### src/cva_pkg.sv
package cva_pkg;

  localparam int DataWidth = 16;
  localparam int AccWidth  = 48;

  typedef enum logic [1:0] {
    MODE_DOT   = 2'd0,
    MODE_NORM  = 2'd1,
    MODE_AXPY  = 2'd2,
    MODE_SCALE = 2'd3
  } mode_e;

  localparam logic [1:0] CFG_SCALAR_RE    = 2'd0;
  localparam logic [1:0] CFG_SCALAR_IM    = 2'd1;
  localparam logic [1:0] CFG_SCALE_FACTOR = 2'd2;

  localparam logic signed [DataWidth-1:0] ScaleReset = {1'b0, {(DataWidth-1){1'b1}}};

  typedef struct packed {
    mode_e                        mode;
    logic signed [DataWidth-1:0]  v_re;
    logic signed [DataWidth-1:0]  v_im;
    logic signed [DataWidth-1:0]  w_re;
    logic signed [DataWidth-1:0]  w_im;
    logic                         last;
  } item_t;

  typedef struct packed {
    logic signed [AccWidth-1:0]   out_re;
    logic signed [AccWidth-1:0]   out_im;
    logic                         is_sum;
    logic                         saturated;
  } result_t;

  typedef struct packed {
    logic signed [DataWidth-1:0]  scalar_re;
    logic signed [DataWidth-1:0]  scalar_im;
    logic signed [DataWidth-1:0]  scale_factor;
  } cfg_t;

  typedef struct packed {
    logic signed [AccWidth-1:0]   acc_re;
    logic signed [AccWidth-1:0]   acc_im;
    logic                         sat_seen;
  } acc_t;

endpackage

### src/cva_math.sv
module cva_math (
  input  cva_pkg::item_t   item_i,
  input  cva_pkg::cfg_t    cfg_i,
  input  cva_pkg::acc_t    acc_i,
  output cva_pkg::acc_t    acc_o,
  output cva_pkg::result_t res_o,
  output logic             res_valid_o
);

  localparam int DW     = cva_pkg::DataWidth;
  localparam int AW     = cva_pkg::AccWidth;
  localparam int ProdW  = 2 * DW;
  localparam int PW     = ProdW + 2;
  localparam int EW     = PW - (DW - 1) + 1;
  localparam int SumW   = AW + 2;
  localparam logic [PW-1:0] Half = PW'(1) << (DW - 2);

  logic signed [DW-1:0]    a0, b0, a1, b1, a2, b2, a3, b3;
  logic signed [ProdW-1:0] m0, m1, m2, m3;
  logic signed [PW-1:0]    prod_re, prod_im, rnd_re, rnd_im;
  logic signed [EW-1:0]    base_re, base_im, el_re, el_im;
  logic signed [DW-1:0]    el_re_sat, el_im_sat;
  logic                    el_clip_re, el_clip_im;
  logic signed [SumW-1:0]  sum_re, sum_im;
  logic signed [AW-1:0]    sum_re_sat, sum_im_sat;
  logic                    acc_clip_re, acc_clip_im;
  logic                    is_acc_mode, is_dot, clip_any;

  // Four shared multipliers; operand selection depends on the mode.
  always_comb begin
    a0 = item_i.v_re; b0 = item_i.w_re;
    a1 = item_i.v_im; b1 = item_i.w_im;
    a2 = item_i.v_re; b2 = item_i.w_im;
    a3 = item_i.v_im; b3 = item_i.w_re;
    case (item_i.mode)
      cva_pkg::MODE_DOT: begin
      end
      cva_pkg::MODE_NORM: begin
        b0 = item_i.v_re;
        b1 = item_i.v_im;
      end
      cva_pkg::MODE_AXPY: begin
        a0 = cfg_i.scalar_re;
        a1 = cfg_i.scalar_im;
        a2 = cfg_i.scalar_re;
        a3 = cfg_i.scalar_im;
      end
      default: begin
        a0 = cfg_i.scale_factor; b0 = item_i.v_re;
        a1 = cfg_i.scale_factor; b1 = item_i.v_im;
      end
    endcase
  end

  assign m0 = a0 * b0;
  assign m1 = a1 * b1;
  assign m2 = a2 * b2;
  assign m3 = a3 * b3;

  // Accumulator path: exact three-way sum, clipped once.
  assign is_dot      = (item_i.mode == cva_pkg::MODE_DOT);
  assign is_acc_mode = is_dot || (item_i.mode == cva_pkg::MODE_NORM);
  assign sum_re = SumW'(acc_i.acc_re) + SumW'(m0) + SumW'(m1);
  assign sum_im = SumW'(acc_i.acc_im) + SumW'(m2) - SumW'(m3);

  assign acc_clip_re = !((&sum_re[SumW-1:AW-1]) || !(|sum_re[SumW-1:AW-1]));
  assign acc_clip_im = is_dot && !((&sum_im[SumW-1:AW-1]) || !(|sum_im[SumW-1:AW-1]));

  assign sum_re_sat = acc_clip_re ? {sum_re[SumW-1], {(AW-1){!sum_re[SumW-1]}}}
                                  : sum_re[AW-1:0];
  assign sum_im_sat = acc_clip_im ? {sum_im[SumW-1], {(AW-1){!sum_im[SumW-1]}}}
                                  : sum_im[AW-1:0];

  // Element path: round the Q2.30 product half up, add the base, clip.
  always_comb begin
    if (item_i.mode == cva_pkg::MODE_AXPY) begin
      prod_re = PW'(m0) - PW'(m1);
      prod_im = PW'(m2) + PW'(m3);
      base_re = EW'(item_i.v_re);
      base_im = EW'(item_i.v_im);
    end else begin
      prod_re = PW'(m0);
      prod_im = PW'(m1);
      base_re = '0;
      base_im = '0;
    end
  end

  assign rnd_re = (prod_re + $signed(Half)) >>> (DW - 1);
  assign rnd_im = (prod_im + $signed(Half)) >>> (DW - 1);
  assign el_re  = EW'(rnd_re) + base_re;
  assign el_im  = EW'(rnd_im) + base_im;

  assign el_clip_re = !((&el_re[EW-1:DW-1]) || !(|el_re[EW-1:DW-1]));
  assign el_clip_im = !((&el_im[EW-1:DW-1]) || !(|el_im[EW-1:DW-1]));
  assign el_re_sat  = el_clip_re ? {el_re[EW-1], {(DW-1){!el_re[EW-1]}}} : el_re[DW-1:0];
  assign el_im_sat  = el_clip_im ? {el_im[EW-1], {(DW-1){!el_im[EW-1]}}} : el_im[DW-1:0];

  assign clip_any = acc_clip_re || acc_clip_im || acc_i.sat_seen;

  always_comb begin
    acc_o       = acc_i;
    res_o       = '0;
    res_valid_o = 1'b0;
    if (is_acc_mode) begin
      acc_o.acc_re   = sum_re_sat;
      acc_o.acc_im   = is_dot ? sum_im_sat : acc_i.acc_im;
      acc_o.sat_seen = clip_any;
      if (item_i.last) begin
        res_valid_o     = 1'b1;
        res_o.out_re    = acc_o.acc_re;
        res_o.out_im    = acc_o.acc_im;
        res_o.is_sum    = 1'b1;
        res_o.saturated = clip_any;
        acc_o           = '0;
      end
    end else begin
      res_valid_o     = 1'b1;
      res_o.out_re    = AW'(el_re_sat);
      res_o.out_im    = AW'(el_im_sat);
      res_o.is_sum    = 1'b0;
      res_o.saturated = el_clip_re || el_clip_im;
    end
  end

endmodule

### src/complex_vector_alu_unit.sv
// Complex vector ALU: conjugated dot product, squared norm, v+z*w and r*v.
// Items are registered in stage 1 and their results in the output register.
// One item per cycle unless the output stalls; one accumulator add per cycle.
// Reset clears the pipeline and the accumulators and loads the register
// defaults (z = 0, r = largest positive Q1.15 value).
module complex_vector_alu_unit (
  input  logic                           clk_i,
  input  logic                           rst_ni,
  input  logic                           in_valid_i,
  output logic                           in_ready_o,
  input  cva_pkg::item_t                 in_item_i,
  output logic                           out_valid_o,
  input  logic                           out_ready_i,
  output cva_pkg::result_t               out_item_o,
  input  logic                           cfg_we_i,
  input  logic [1:0]                     cfg_idx_i,
  input  logic [cva_pkg::DataWidth-1:0]  cfg_data_i
);

  logic             s1_valid_q;
  cva_pkg::item_t   s1_item_q;
  logic             out_valid_q;
  cva_pkg::result_t out_item_q;
  cva_pkg::acc_t    acc_q, acc_d;
  cva_pkg::cfg_t    cfg_q;
  cva_pkg::result_t res;
  logic             res_valid;
  logic             advance, fire;

  assign advance    = !out_valid_q || out_ready_i;
  assign in_ready_o = !s1_valid_q || advance;
  assign fire       = s1_valid_q && advance;

  cva_math u_math (
    .item_i      (s1_item_q),
    .cfg_i       (cfg_q),
    .acc_i       (acc_q),
    .acc_o       (acc_d),
    .res_o       (res),
    .res_valid_o (res_valid)
  );

  always_ff @(posedge clk_i or negedge rst_ni) begin
    if (!rst_ni) begin
      s1_valid_q  <= 1'b0;
      out_valid_q <= 1'b0;
      acc_q       <= '0;
    end else begin
      if (in_ready_o) begin
        s1_valid_q <= in_valid_i;
      end
      if (advance) begin
        out_valid_q <= fire && res_valid;
      end
      if (fire) begin
        acc_q <= acc_d;
      end
    end
  end

  always_ff @(posedge clk_i) begin
    if (in_valid_i && in_ready_o) begin
      s1_item_q <= in_item_i;
    end
    if (fire) begin
      out_item_q <= res;
    end
  end

  always_ff @(posedge clk_i or negedge rst_ni) begin
    if (!rst_ni) begin
      cfg_q.scalar_re    <= '0;
      cfg_q.scalar_im    <= '0;
      cfg_q.scale_factor <= cva_pkg::ScaleReset;
    end else if (cfg_we_i) begin
      unique case (cfg_idx_i)
        cva_pkg::CFG_SCALAR_RE:    cfg_q.scalar_re    <= cfg_data_i;
        cva_pkg::CFG_SCALAR_IM:    cfg_q.scalar_im    <= cfg_data_i;
        cva_pkg::CFG_SCALE_FACTOR: cfg_q.scale_factor <= cfg_data_i;
        default: begin
        end
      endcase
    end
  end

  assign out_valid_o = out_valid_q;
  assign out_item_o  = out_item_q;

endmodule

### config.mk
export PLATFORM = sky130hd
export DESIGN_NAME = complex_vector_alu_unit
export DESIGN_NICKNAME = d
export VERILOG_FILES = /design/src/cva_pkg.sv /design/src/cva_math.sv /design/src/complex_vector_alu_unit.sv
export SDC_FILE = /design/constraint.sdc
export NUM_CORES = 2
export LEC_CHECK = 0
export BUFFER_PORTS_ARGS = -buffer_cell sky130_fd_sc_hd__buf_2
export CORE_UTILIZATION = 60
export CTS_BUF_LIST = sky130_fd_sc_hd__clkbuf_8
export DETAILED_ROUTE_END_ITERATION = 7
export GPL_TIMING_DRIVEN = 0
export PLACE_DENSITY = 0.77
export SETUP_SLACK_MARGIN = 0.1
export SKIP_LAST_GASP = 1
export SYNTH_ARGS = -nofsm -noshare
export SYNTH_HDL_FRONTEND = slang
export SYNTH_SLANG_ARGS = --single-unit
### constraint.sdc
create_clock -name clk_i -period 41.1 [get_ports clk_i]
set_input_delay 4.11 -clock clk_i [delete_from_list [all_inputs] [get_ports clk_i]]
set_output_delay 4.11 -clock clk_i [all_outputs]
set_load 0.02 [all_outputs]
==> impl_metrics.ini <==
[routing]
via_per_inst = 6.02
postRouteAntennaNets = 0
wl_mm = 216
via_count = 54800
firstDrtPassIters = 6
route.detailed.drc = 0
wire_per_inst_um = 23.8
initialDrtViolationCount = 5008

[global_route]
track_usage_pct = 39.4
grt_pass1_wl_mm = 327
grt_max_degree = 109
grt_pass1_vias = 55200
antenna_found_initial = 22
overflow = 0

[setup_path]
endpoint_kind = register
critPathMaxStageDelay_ns = 0.91
cp.arrival_ns = 18.04
path_class = reg -> reg
crit_slowest_cell = o41ai_1
path_max_fanout = 10
cp-start-kind = register
crit_required_ns = 41.53

[floorplan]
die_w_um = 334
start_util_pct = 60.6
row_count = 121
coreArea_um2 = 109000
die_height_um = 334
pin_count = 190
dieArea_um2 = 111000

[cts]
clk_path_buf_depth = 3
clock-sinks = 312
clkTransAtPathRegs_ns = 0.06
h-tree-depth = 2
cts_root_buf = clkbuf_8
cts_made_buffers = 57
cts_tree = built
cts_resized = 0
clk_latency_ns = 0.77
post_cts_buffers = 0
cts_hold_buf = 0

[synthesis]
synth_area_um2 = 66100
async_reset_ff_share_pct = 47.1
ys_types = 110
synth_area_per_cell_um2 = 8.96
synth_area_leaders = fa_1, ha_1, inv_1
yosysTopAreaCell = fa_1
ys_ff_latch = 312
syn_inst = 7380
syn-num-nets = 9143
synth_edf_count = 165
ys_warn_count = 0
synth.yosys.seq_area_share_pct = 13.1
yosysTopAreaCellShare_pct = 34.6
synth-main-ff-cell = edfxtp_1

[sta]
max_freq_mhz = 56.8
slew_violations = 0
skew_ns = 0.0484
fin_crit_sh_pct = 42.8
worst_slew_pin_slew_ns = 1.37
min_period_ns = 17.61
tns_ns = 0
whs_ns = 0.494
setup_viol = 0
hold_viol_final = 0
grt_setup_unrepaired = false
slew_headroom_pct = 8.74

[final_layout]
drive_gt1_share_pct = 6.21
layout.nets = 9399
syn2layout_area_growth_pct = 6.22
design_area_um2 = 70200
final_common_cell = inv_1
most-common-layout-cells = inv_1, fa_1, nand2_1

[place]
gp_congestion = 1.03
placed_area_um2 = 69000
dp_hpwl_mm = 181
portBuffers = 189

[min_path]
hold_path.class = reg -> reg

[outcome]
outcome = completed

[job]
cap_viol_max_count = 0
routing by layer:
layer / wire length, µm / global-route usage (%) / share of wire, % / up-vias
li1: - / - / - / 23900
met1: 81000 / 51.0 / 37 / 27400
met4: 16600 / 24.8 / 7.7 / 10
met3: 23300 / 9.35 / 11 / 687
met2: 95400 / 59.6 / 44 / 2836
met5: 80 / 0 / 0.037 / -
per-stage QoR:
stage | utilization [%] | worst slack, ns | std cells
finish | 64.4 | 23.49 | 9109
global route | 64.4 | 22.96 | 9100
CTS | 64.4 | 24.14 | 9097
detailed placement | 63.3 | 24.28 | 8991
global placement | 63.1 | 22.74 | 8983
floorplan | - | 27.58 | 7380
critical path, delay by kind of cell, from the launching register on:
| family | cells | cell delay (ns) |
|---|---|---|
| XOR/XNOR | 4 | 1.23 |
| adder cells (fa/ha/maj) | 9 | 3.96 |
| buffers and inverters | 12 | 4.54 |
| AO/OA/AOI/OAI | 14 | 4.10 |
| AND/OR/NAND/NOR | 12 | 2.85 |
| flip-flops | 1 | 0.55 |
path summary, 6_finish.rpt:
check	cells after the start	end	slack (ns)	startpoint
min in group asynchronous	1	acc_q[89]$_DFFE_PN0P_	3.27	rst_ni
setup reg to reg	51	out_item_o[8]$_DFFE_PP_	23.49	s1_item_q[65]$_DFFE_PP_
hold / removal	2	acc_q[77]$_DFFE_PN0P_	0.49	acc_q[77]$_DFFE_PN0P_
setup / recovery	51	out_item_o[8]$_DFFE_PP_	23.49	s1_item_q[65]$_DFFE_PP_
max in group asynchronous	2	cfg_q[43]$_DFFE_PN0P_	36.81	rst_ni
hold reg to reg	2	acc_q[77]$_DFFE_PN0P_	0.49	acc_q[77]$_DFFE_PN0P_
registers in the layout (all words and copies together), names as in the netlist:
name	count
s1_valid_q	1
acc_q	97
cfg_q	48
out_valid_o	1
s1_item_q	67
out_item_o	98
kinds of logic after synthesis:
family	count (synthesis)	share of synthesized area, %
xor gates and xnor gates	322	4.29
AOI/OAI and AO/OA	1167	11.7
buffers and inverters	1725	9.85
muxes	150	2.41
DFF	312	13.1
and+or+nand+nor	2030	14.0
adders and majority gates	1674	44.7
Yosys cell counts, drive strengths merged (16+ instances only):
cell type / count
xor2: 95
a31oi: 31
o31ai: 29
nor2b: 62
a2bb2oi: 16
a21o: 160
nor2: 504
fa: 1143
edfxtp: 165
nand2: 869
a22o: 19
a21oi: 338
a21boi: 30
or3: 28
a211o: 17
nand4: 30
dfrtp: 132
buf: 37
o21ai: 215
and2: 227
nand3: 60
nand2b: 54
a2111oi: 16
o21bai: 42
ha: 530
a22oi: 31
mux2i: 76
or2: 43
a211oi: 24
o21a: 36
xnor2: 227
mux2: 74
inv: 1475
o211ai: 42
clkbuf: 211
nor3: 65
and3: 27
cell type report:
type                       count  area (µm²)
clock buffer                  62         853
tap                         1414        1770
sequential                   312        8650
multi-input combinational   5343       51000
clock inverter                44         332
antenna                       12        30.0
buffer                       248         967
fill                        9254       38800
timing repair buffer         197        1100
inverter                    1477        5550
Power is not shown: default switching activity piles up to over one toggle a cycle in this logic, so the estimate is an artifact.
